### src/hdl/lfn_pkg.sv
// shared types and constants for the long-filename entry builder
package lfn_pkg;

	localparam int MAX_ENTRIES_DEF = 20;
	localparam int SLOTS           = 13;
	localparam int SLOT_W          = 16;
	localparam int SHORT_LEN       = 11;

	localparam logic [6:0]        ORD_LAST  = 7'h40;
	localparam logic [SLOT_W-1:0] SLOT_PAD  = 16'hFFFF;
	localparam logic [SLOT_W-1:0] SLOT_TERM = 16'h0000;

	typedef enum logic [1:0] {
		CMD_START = 2'd0,
		CMD_SHORT = 2'd1,
		CMD_LONG  = 2'd2,
		CMD_NONE  = 2'd3
	} cmd_t;

	typedef enum logic [1:0] {
		S_IDLE = 2'b01,
		S_EMIT = 2'b10
	} state_t;

	typedef logic [SLOT_W-1:0] slot_t;

endpackage

### src/hdl/lfn_entry_builder.sv
// long-filename directory entry builder: checksum, slot buffer and entry sequencer
//
// Builds the name part of FAT long-filename directory entries. A start beat
// (cmd 0) sets the entry count, saturated into 1..MAX_ENTRIES, and clears the
// checksum and counters. Short-name beats (cmd 1) fold the first eleven bytes
// into the rotate-right-and-add checksum; later ones are ignored. Long-name
// beats (cmd 2) fill a 13-slot buffer, one slot per beat; a zero byte ends
// the name. One result beat goes out per entry, ordinal from 1, with 0x40 set
// on the final entry, and last_of_run marks the last result of an input beat.
// Timing: start, short-name and ordinary long-name beats are taken back to back.
// A long-name beat that fills an entry first writes the slot; the sequencer then
// moves the entry into the output register. The terminator writes its slot and
// pads the rest; the sequencer then emits the current entry and the padding
// entries, since a single sequencer loads one entry per cycle into the output
// register while out_stall is low. in_stall stays high while the sequencer is
// emitting.
module lfn_entry_builder #(
	parameter int MAX_ENTRIES = lfn_pkg::MAX_ENTRIES_DEF
) (
	input  logic        clk,
	input  logic        arst_n,
	input  logic        in_valid,
	output logic        in_stall,
	input  logic [1:0]  cmd,
	input  logic [7:0]  value,
	output logic        out_valid,
	input  logic        out_stall,
	output logic [6:0]  ordinal,
	output logic [7:0]  checksum,
	output logic [63:0] chars_0_3,
	output logic [63:0] chars_4_7,
	output logic [63:0] chars_8_11,
	output logic [15:0] char_12,
	output logic        last_of_run
);
	import lfn_pkg::*;

	state_t     state_q;
	logic [7:0] short_sum_q;
	logic [3:0] short_count_q;
	logic [5:0] entry_total_q;
	logic [5:0] entry_index_q;
	logic [3:0] slot_idx_q;
	logic       name_ended_q;
	logic       term_q;
	slot_t      slot_q [SLOTS];

	logic       out_valid_q;
	logic [6:0] ordinal_q;
	logic [7:0] checksum_q;
	logic [63:0] chars_0_3_q, chars_4_7_q, chars_8_11_q;
	logic [15:0] char_12_q;
	logic       last_q;

	logic       in_acc;
	logic       out_free;
	logic       long_ok;
	logic       load_out;
	logic [6:0] idx_plus;
	logic       is_final;
	logic       last_d;
	logic [7:0] sum_rot;
	logic [7:0] total_sat;

	// input beat is taken only while the sequencer rests
	assign in_stall = (state_q != S_IDLE);
	assign in_acc   = in_valid && !in_stall;

	// output register frees when empty or when its beat leaves
	assign out_free = !out_valid_q || !out_stall;
	assign load_out = (state_q == S_EMIT) && out_free;

	// long-name byte counts only before the end and within the entry budget
	assign long_ok = !name_ended_q && (entry_index_q < entry_total_q);

	// ordinal of the entry being emitted and its final flag
	assign idx_plus = {1'b0, entry_index_q} + 7'd1;
	assign is_final = (idx_plus == {1'b0, entry_total_q});
	assign last_d   = !term_q || is_final;

	// checksum step: rotate right one bit, then add the byte
	assign sum_rot = {short_sum_q[0], short_sum_q[7:1]} + value;

	// entry count saturated into 1..MAX_ENTRIES
	always_comb begin
		total_sat = value;
		if (value == 8'd0) begin
			total_sat = 8'd1;
		end
		if (value > 8'(MAX_ENTRIES)) begin
			total_sat = 8'(MAX_ENTRIES);
		end
	end

	// sequencer and counters
	always_ff @(posedge clk or negedge arst_n) begin
		if (!arst_n) begin
			state_q       <= S_IDLE;
			short_sum_q   <= '0;
			short_count_q <= '0;
			entry_total_q <= '0;
			entry_index_q <= '0;
			slot_idx_q    <= '0;
			name_ended_q  <= 1'b0;
			term_q        <= 1'b0;
		end else begin
			case (state_q)
				S_IDLE: begin
					if (in_acc) begin
						case (cmd)
							CMD_START: begin
								entry_total_q <= total_sat[5:0];
								short_sum_q   <= '0;
								short_count_q <= '0;
								entry_index_q <= '0;
								slot_idx_q    <= '0;
								name_ended_q  <= 1'b0;
							end
							CMD_SHORT: begin
								if (short_count_q < 4'(SHORT_LEN)) begin
									short_sum_q   <= sum_rot;
									short_count_q <= short_count_q + 4'd1;
								end
							end
							CMD_LONG: begin
								if (long_ok) begin
									if (value != 8'd0) begin
										if (slot_idx_q == 4'(SLOTS - 1)) begin
											slot_idx_q <= '0;
											term_q     <= 1'b0;
											state_q    <= S_EMIT;
										end else begin
											slot_idx_q <= slot_idx_q + 4'd1;
										end
									end else begin
										slot_idx_q   <= '0;
										name_ended_q <= 1'b1;
										term_q       <= 1'b1;
										state_q      <= S_EMIT;
									end
								end
							end
							default: begin
							end
						endcase
					end
				end
				S_EMIT: begin
					if (out_free) begin
						entry_index_q <= idx_plus[5:0];
						// padding continues until every entry has gone out
						if (!term_q || is_final) begin
							state_q <= S_IDLE;
						end
					end
				end
				default: begin
					state_q <= S_IDLE;
				end
			endcase
		end
	end

	// slot buffer: one slot per name byte, terminator pads the rest
	always_ff @(posedge clk) begin
		if (in_acc && (cmd == CMD_LONG) && long_ok) begin
			for (int s = 0; s < SLOTS; s++) begin
				if (4'(s) == slot_idx_q) begin
					slot_q[s] <= (value != 8'd0) ? slot_t'(value) : SLOT_TERM;
				end else if ((value == 8'd0) && (4'(s) > slot_idx_q)) begin
					slot_q[s] <= SLOT_PAD;
				end
			end
		end else if (load_out && term_q) begin
			for (int s = 0; s < SLOTS; s++) begin
				slot_q[s] <= SLOT_PAD;
			end
		end
	end

	// output register control
	always_ff @(posedge clk or negedge arst_n) begin
		if (!arst_n) begin
			out_valid_q <= 1'b0;
		end else if (out_free) begin
			out_valid_q <= load_out;
		end
	end

	// output payload
	always_ff @(posedge clk) begin
		if (load_out) begin
			ordinal_q    <= idx_plus | (is_final ? ORD_LAST : 7'd0);
			checksum_q   <= short_sum_q;
			chars_0_3_q  <= {slot_q[3], slot_q[2], slot_q[1], slot_q[0]};
			chars_4_7_q  <= {slot_q[7], slot_q[6], slot_q[5], slot_q[4]};
			chars_8_11_q <= {slot_q[11], slot_q[10], slot_q[9], slot_q[8]};
			char_12_q    <= slot_q[12];
			last_q       <= last_d;
		end
	end

	assign out_valid   = out_valid_q;
	assign ordinal     = ordinal_q;
	assign checksum    = checksum_q;
	assign chars_0_3   = chars_0_3_q;
	assign chars_4_7   = chars_4_7_q;
	assign chars_8_11  = chars_8_11_q;
	assign char_12     = char_12_q;
	assign last_of_run = last_q;

`ifndef SYNTHESIS
	a_index_in_budget: assert property (@(posedge clk) disable iff (!arst_n)
		entry_index_q <= entry_total_q)
		else $error("entry index past entry total");

	a_emit_has_entry: assert property (@(posedge clk) disable iff (!arst_n)
		(state_q == S_EMIT) |-> (entry_index_q < entry_total_q))
		else $error("emitting with no entry left");

	a_slot_range: assert property (@(posedge clk) disable iff (!arst_n)
		slot_idx_q < 4'(SLOTS))
		else $error("slot index out of range");

	a_run_continues: assert property (@(posedge clk) disable iff (!arst_n)
		(load_out && !last_d) |=> (state_q == S_EMIT))
		else $error("run ended before its last entry");

	a_busy_stalls: assert property (@(posedge clk) disable iff (!arst_n)
		(state_q == S_EMIT) |-> in_stall)
		else $error("input taken while emitting");
`endif

endmodule
### config.mk
export PLATFORM = sky130hd
export DESIGN_NAME = lfn_entry_builder
export DESIGN_NICKNAME = d
export VERILOG_FILES = /design/src/hdl/lfn_pkg.sv /design/src/hdl/lfn_entry_builder.sv
export SDC_FILE = /design/constraint.sdc
export NUM_CORES = 1
export LEC_CHECK = 0
export BUFFER_PORTS_ARGS = -buffer_cell sky130_fd_sc_hd__buf_2
export CAP_MARGIN = 10
export CORE_MARGIN = 2
export CORE_UTILIZATION = 55
export CTS_BUF_LIST = sky130_fd_sc_hd__clkbuf_16
export DETAILED_ROUTE_END_ITERATION = 10
export PLACE_DENSITY = 0.81
export REMOVE_ABC_BUFFERS = 1
export SLEW_MARGIN = 15
export SYNTH_ARGS = -nofsm -noshare
export SYNTH_HDL_FRONTEND = slang
export SYNTH_SLANG_ARGS = --single-unit
### constraint.sdc
create_clock -name clk -period 6.6 [get_ports clk]
set_input_delay 1.32 -clock clk [delete_from_list [all_inputs] [get_ports clk]]
set_output_delay 1.32 -clock clk [all_outputs]
set_load 0.05 [all_outputs]
==> results.sh, run 1 <==
export IMPL_run_status="finished clean"
export IMPL_place_worst_setup_slack_ns=2.50
export IMPL_synth_top_cells_by_area="sky130_fd_sc_hd__edfxtp_1, sky130_fd_sc_hd__dfrtp_1, sky130_fd_sc_hd__buf_4"
export IMPL_ctsLongestPathBuffers=3
export IMPL_grt_start_max_net_pins=74
export IMPL_setup_worst_path_class="primary input to register"
export IMPL_area_delta_synth_final_pct=14.3
export IMPL_multi_input_comb_area_mm2=0.00235
export IMPL_wire_per_inst_um=17.9
export IMPL_normalized_max_slew_margin=0.360
export IMPL_cts_resized=0
export IMPL_die_area_mm2=0.0219
export IMPL_critical_path_endpoint_type="register"
export IMPL_leakage_power_nw=5.53
export IMPL_timing_hold_worst_path_depth=0
export IMPL_grt_first_pass_wirelength_um=34000
export IMPL_startpoint_type="primary input"
export IMPL_remaining_drc_errors=0
export IMPL_place_hpwl_um=15300
export IMPL_post_synth_inst_count=840
export IMPL_grt_usage=0.201
export IMPL_core_rowCount=52
export IMPL_viasPerCell=5.34
export IMPL_route_vias_total=6813
export IMPL_chipHeight_um=148
export IMPL_rsz0062_at_grt="false"
export IMPL_postLayoutCellArea_mm2=0.0130
export IMPL_synth_top_area_share=0.611
export IMPL_rr_worst_depth=6
export IMPL_synth_top_cell_by_area="sky130_fd_sc_hd__edfxtp_1"
export IMPL_setup_ws_ns=3.29
export IMPL_timing_max_transition_violations_final=0
export IMPL_hp_class="register to register"
export IMPL_timing_critical_path_fanout_max=73
export IMPL_finalWorstPathRequiredPeriod_ns=3.31
export IMPL_grt_pass1_vias=6203
export IMPL_ir_drop_v=0.000166
export IMPL_chipWidth_um=148
export IMPL_cp_top_delay_family="buffers and inverters"
export IMPL_grt_overflow_total=0
export IMPL_hold_fix_buffer_count_after_cts=0
export IMPL_post_route_cells_drive_above_1_share=0.301
export IMPL_postSynth_asyncResetShare=0.117
export IMPL_period_share=0.502
export IMPL_postPlaceCellArea_mm2=0.0121
export IMPL_worstPathBufferInverterCount=3
export IMPL_yosys_register_bits=283
export IMPL_drt_pre_antenna_iters=5
export IMPL_p_per_area_mw_per_mm2=288
export IMPL_finish_net_count=1018
export IMPL_crit_arrival_ns=3.71
export IMPL_seq_area_mm2=0.00815
export IMPL_antenna_found_initial=0
export IMPL_maxCapViolCount=0
export IMPL_yosys_warnings=0
export IMPL_max_clock_freq_ghz=0.302
export IMPL_finalHoldViolCount=0
export IMPL_numClockSinks=283
export IMPL_numPortBuffers=239
export IMPL_number_of_flops_mapped_to_enable_cells_by_yosys=232
export IMPL_syn_mean_instance_area_um2=13.6
export IMPL_cts_buffers_inserted=27
export IMPL_ctsHtreeMaxLevel=1
export IMPL_cts_root_buffer_cell="sky130_fd_sc_hd__clkbuf_16"
export IMPL_power_total_w=0.00375
export IMPL_crit_required_ns=7.00
export IMPL_clk_pin_slew_worst_paths_ns=0.06
export IMPL_floorplan_initialDensity=0.561
export IMPL_gpl_final_weighted_congestion=0.843
export IMPL_design_core_area_mm2=0.0203
export IMPL_post_synth_num_cell_types=53
export IMPL_totalWireLength_um=22800
export IMPL_synth_flop_cell="sky130_fd_sc_hd__edfxtp_1"
export IMPL_finalSetupViolations=0
export IMPL_critical_path_max_stage_delay_ns=0.83
export IMPL_postCtsSetupRepairBufs=0
export IMPL_critPathSlowestCell="sky130_fd_sc_hd__buf_4"
export IMPL_tightest_slew_ns=0.953
export IMPL_clock_tree_from_tritoncts="yes"
export IMPL_critical_path_most_common_cell="sky130_fd_sc_hd__o21ai_0"
export IMPL_worst_clock_skew_ns=0.0150
export IMPL_boundaryPins=240
export IMPL_clk_latency_ns=0.53
export IMPL_critical_path_cell_chain="buf_2 > nand2_1 > nand2b_1 > inv_4 > buf_4 > nor2_1 > o21ai_0 > o21ai_0"
export IMPL_fillerInstances=1477
export IMPL_netlist_area_mm2=0.0114
export IMPL_antenna_left=0
export IMPL_first_iter_violations=471
export IMPL_rrSetupSlack_ns=3.57
export IMPL_cp_depth=8
export IMPL_register_area_share_after_synthesis=0.716
export IMPL_antennaDiodeCount=0
==> cell usage in the layout, fill, tap and decap left out, types with 10 or more instances in the layout <==
master / n
sky130_fd_sc_hd__clkbuf_16: 27
sky130_fd_sc_hd__dfrtp_1: 32
sky130_fd_sc_hd__xor2_1: 10
sky130_fd_sc_hd__o21ai_0: 58
sky130_fd_sc_hd__nor2_1: 45
sky130_fd_sc_hd__inv_1: 19
sky130_fd_sc_hd__nand3_1: 20
sky130_fd_sc_hd__ha_1: 18
sky130_fd_sc_hd__mux2i_1: 17
sky130_fd_sc_hd__a21oi_1: 24
sky130_fd_sc_hd__buf_2: 239
sky130_fd_sc_hd__edfxtp_1: 232
sky130_fd_sc_hd__dfxtp_1: 18
sky130_fd_sc_hd__nand2_1: 136
==> where the power goes <==
part	internal, W	switching (W)
Combinational	0.0000800	0.000124
Sequential	0.00198	0.0000389
Clock	0.000900	0.000624
==> cell type report <==
type	instances	share of cell area
clock inverter	22	0.0159
timing repair buffer	244	0.0947
tap	270	0.0259
clock buffer	27	0.0519
inverter	16	0.00480
multi-input combinational	413	0.181
sequential	283	0.626
==> sequential cells by signal, summed over array words and instances, names as in the netlist <==
| name | cells |
|---|---|
| slot_idx_q | 4 |
| checksum | 8 |
| last_of_run | 1 |
| ordinal | 7 |
| out_valid | 1 |
| char_12 | 9 |
| term_q | 1 |
| chars_8_11 | 36 |
| short_sum_q | 8 |
| entry_total_q | 6 |
| slot_q | 117 |
| chars_4_7 | 36 |
| short_count_q | 4 |
| name_ended_q | 1 |
| state_q | 2 |
| chars_0_3 | 36 |
| entry_index_q | 6 |
==> stage by stage <==
step	std cells	hold slack (ns)	setup TNS, ns	util
floorplan	712	0.400	-99.58	-
global placement	1226	0.403	0	0.598
detailed placement	1226	0.405	0	0.598
CTS	1275	0.417	0	0.642
global route	1275	0.420	0	0.642
finish	1275	0.416	0	0.642
==> worst paths after layout <==
check,start,to
worst max-delay path,out_stall,entry_index_q[2]
worst min-delay path,slot_q[0][68],chars_4_7[4]
worst max register to register,state_q[0],slot_q[0][64]
worst min register to register,slot_q[0][68],chars_4_7[4]
max in group asynchronous,arst_n,slot_idx_q[1]
min in group asynchronous,arst_n,entry_index_q[3]
==> Yosys cell counts (2+ instances only) <==
master                       n
sky130_fd_sc_hd__a21oi_1    24
sky130_fd_sc_hd__edfxtp_1  232
sky130_fd_sc_hd__mux2i_1    17
sky130_fd_sc_hd__nor4_2      2
sky130_fd_sc_hd__a21oi_2     4
sky130_fd_sc_hd__buf_2       6
sky130_fd_sc_hd__nor3_1      4
sky130_fd_sc_hd__nand4_1     3
sky130_fd_sc_hd__nor2b_1     3
sky130_fd_sc_hd__buf_4      91
sky130_fd_sc_hd__nand2b_1    5
sky130_fd_sc_hd__nor2_1     45
sky130_fd_sc_hd__dfrtp_1    32
sky130_fd_sc_hd__xnor2_1     6
sky130_fd_sc_hd__or3_1       3
sky130_fd_sc_hd__nand3_1    20
sky130_fd_sc_hd__inv_1      15
sky130_fd_sc_hd__nand2_1   137
sky130_fd_sc_hd__and2_1      3
sky130_fd_sc_hd__nor4_1      3
sky130_fd_sc_hd__o22ai_1     2
sky130_fd_sc_hd__and3_1      2
sky130_fd_sc_hd__clkbuf_1   30
sky130_fd_sc_hd__o21ai_0    64
sky130_fd_sc_hd__dfxtp_1    18
sky130_fd_sc_hd__xor2_1     10
sky130_fd_sc_hd__ha_1       18
sky130_fd_sc_hd__o21a_1      4
sky130_fd_sc_hd__o41ai_1     4
sky130_fd_sc_hd__a21o_1      2
sky130_fd_sc_hd__a31oi_1     9
==> layer usage <==
| metal | vias up | track usage | wire length (um) |
|---|---|---|---|
| met1 | 3251 | 0.262 | 8770 |
| met5 | - | 0 | 0 |
| met4 | 0 | 0.0695 | 626 |
| met3 | 50 | 0.0346 | 1860 |
| li1 | 3184 | - | - |
| met2 | 328 | 0.343 | 11500 |
==> cells by family (layout without fill, tap and decap cells) <==
family,count (synthesis),after routing,share of synthesized area
compound gates,123,123,0.0635
mux,18,18,0.0159
fa+ha+maj,19,19,0.0215
flops,283,283,0.716
buf+inv,144,309,0.0787
simple gates,236,236,0.0905
xor+xnor,17,17,0.0143
(Power assumes the default switching activity.)
==> run 2, diff against run 1 <==
CORE_UTILIZATION = 49   (was 55)
PLACE_DENSITY = 0.77   (was 0.81)
clock period = 2.8 ns   (was 6.6 ns; I/O delays follow)
==> results.sh, run 2 (same netlist as run 1, synthesis figures left out) <==
export IMPL_run_status="finished clean"
export IMPL_largest_register="slot_q"
export IMPL_p_per_area_mw_per_mm2=679
export IMPL_timing_critical_path_fanout_max=9
export IMPL_chipWidth_um=156
export IMPL_viasPerCell=5.18
export IMPL_ctsHtreeMaxLevel=1
export IMPL_finalSetupViolations=0
export IMPL_grt_usage=0.188
export IMPL_crit_arrival_ns=2.81
export IMPL_max_clock_freq_ghz=0.379
export IMPL_power_total_w=0.00915
export IMPL_startpoint_type="register"
export IMPL_mostFrequentLayoutCells="sky130_fd_sc_hd__buf_2, sky130_fd_sc_hd__edfxtp_1, sky130_fd_sc_hd__nand2_1, sky130_fd_sc_hd__o21ai_0, sky130_fd_sc_hd__buf_4"
export IMPL_antenna_left=0
export IMPL_chipHeight_um=156
export IMPL_final_setup_tns_ns=0
export IMPL_boundaryPins=240
export IMPL_place_hpwl_um=16000
export IMPL_clk_pin_slew_worst_paths_ns=0.06
export IMPL_finish_net_count=1061
export IMPL_first_iter_violations=477
export IMPL_ir_drop_v=0.000407
export IMPL_setup_worst_path_class="register to register"
export IMPL_rr_endpoint="slot_q[0][23]"
export IMPL_worst_clock_skew_ns=0.00640
export IMPL_rsz0062_at_grt="false"
export IMPL_cts_buffers_inserted=28
export IMPL_layout_commonest_cell="sky130_fd_sc_hd__buf_2"
export IMPL_drt_pre_antenna_iters=5
export IMPL_antennaDiodeCount=0
export IMPL_antenna_found_initial=0
export IMPL_remaining_drc_errors=0
export IMPL_grt_pass1_vias=6546
export IMPL_grt_first_pass_wirelength_um=35200
export IMPL_clock_tree_from_tritoncts="yes"
export IMPL_rrSetupSlack_ns=0.16
export IMPL_grt_overflow_total=0
export IMPL_area_delta_synth_final_pct=18.3
export IMPL_numPortBuffers=239
export IMPL_wire_per_inst_um=17.7
export IMPL_cts_root_buffer_cell="sky130_fd_sc_hd__clkbuf_16"
export IMPL_largest_register_ffs=117
export IMPL_post_route_cells_drive_above_1_share=0.335
export IMPL_numClockSinks=283
export IMPL_hp_class="primary input to asynchronous set/reset pin"
export IMPL_core_util_final=0.594
export IMPL_route_vias_total=6912
export IMPL_grt_start_max_net_pins=100
export IMPL_core_rowCount=55
export IMPL_crit_required_ns=2.97
export IMPL_gpl_final_weighted_congestion=0.866
export IMPL_totalWireLength_um=23600
export IMPL_finalWorstPathRequiredPeriod_ns=2.64
export IMPL_critical_path_endpoint_type="register"
export IMPL_period_share=0.942
export IMPL_finalHoldViolCount=0
export IMPL_hold_fix_buffer_count_after_cts=0
export IMPL_ctsLongestPathBuffers=3
export IMPL_floorplan_initialDensity=0.502
export IMPL_leakage_power_nw=5.78
export IMPL_timing_max_transition_violations_final=0
export IMPL_fillerInstances=1776
export IMPL_normalized_max_slew_margin=0.480
export IMPL_die_area_mm2=0.0245
export IMPL_design_core_area_mm2=0.0227
export IMPL_clk_latency_ns=0.54
export IMPL_maxCapViolCount=0
export IMPL_tightest_slew_ns=0.781
export IMPL_r2r_start="entry_index_q[1]"
export IMPL_rr_worst_depth=7
## run 2: cell types whose count changed in the layout (fill, tap and decap cells not counted), moves of 2 or more
cell | previous run | this run
sky130_fd_sc_hd__clkinvlp_4 | 2 | 4
sky130_fd_sc_hd__clkinv_1 | 5 | 2
sky130_fd_sc_hd__o21ai_0 | 58 | 64
sky130_fd_sc_hd__o21ai_1 | 6 | 0
sky130_fd_sc_hd__clkinv_2 | 6 | 4
sky130_fd_sc_hd__clkinv_4 | 0 | 2
sky130_fd_sc_hd__clkbuf_16 | 27 | 29
sky130_fd_sc_hd__buf_4 | 5 | 46
## run 2: per-stage QoR
stage	setup slack (ns)	hold slack, ns	cell area, um2	cells
floorplan	-4.16	0.264	10600	712
global placement	0.177	0.402	12500	1283
detailed placement	0.118	0.405	12500	1283
CTS	0.105	0.119	13500	1334
global route	0.0709	0.143	13500	1334
finish	0.163	0.103	13500	1334
## run 2: worst max path at each step
stage                                 to  slack, ns  cells past startpoint        startpoint
after floorplan           slot_q[0][100]      -4.16                      5         out_valid
after detailed placement   slot_q[0][21]       0.12                      8  entry_total_q[1]
after global routing       slot_q[1][65]       0.07                      9  entry_total_q[1]
final                      slot_q[0][23]       0.16                      7  entry_index_q[1]
after CTS                  slot_q[0][23]       0.10                      8  entry_total_q[1]
after global placement     slot_q[0][21]       0.18                      8  entry_total_q[1]
## run 2: repair_timing
| item | in CTS | in global routing |
|---|---|---|
| setup buffers | 0 | 0 |
| resized for setup | 0 | 1 |
| setup endpoints to repair | 0 | 9 |
## run 2: layer usage
| metal | GRT usage | up-vias | share of wire |
|---|---|---|---|
| met4 | 0.0616 | 0 | 0.025 |
| met3 | 0.0374 | 50 | 0.068 |
| met1 | 0.233 | 3307 | 0.39 |
| met2 | 0.333 | 280 | 0.51 |
| li1 | - | 3275 | - |
| met5 | 0 | - | 0 |
## run 2: final cells by class
class	instances	area (um2)	area share
clock buffer	29	726	0.0538
sequential	283	8150	0.605
timing repair buffer	286	1560	0.116
tap	285	357	0.0265
inverter	16	65.1	0.00483
clock inverter	22	249	0.0185
multi-input combinational	413	2370	0.176
## run 2: report_power, final
group,switching (W),total [W],internal [W]
logic,0.000303,0.000510,0.000207
registers,0.0000950,0.00476,0.00467
clock network,0.00154,0.00388,0.00234
total,0.00193,0.00915,0.00722
## run 2: critical path, stage by stage (launching register included)
cell	delay [ns]
sky130_fd_sc_hd__dfrtp_1	0.41
sky130_fd_sc_hd__ha_1	0.28
sky130_fd_sc_hd__nor2b_1	0.14
sky130_fd_sc_hd__o211ai_2	0.16
sky130_fd_sc_hd__a21oi_2	0.15
sky130_fd_sc_hd__or3_4	0.42
sky130_fd_sc_hd__or4_4	0.54
sky130_fd_sc_hd__o311ai_4	0.18
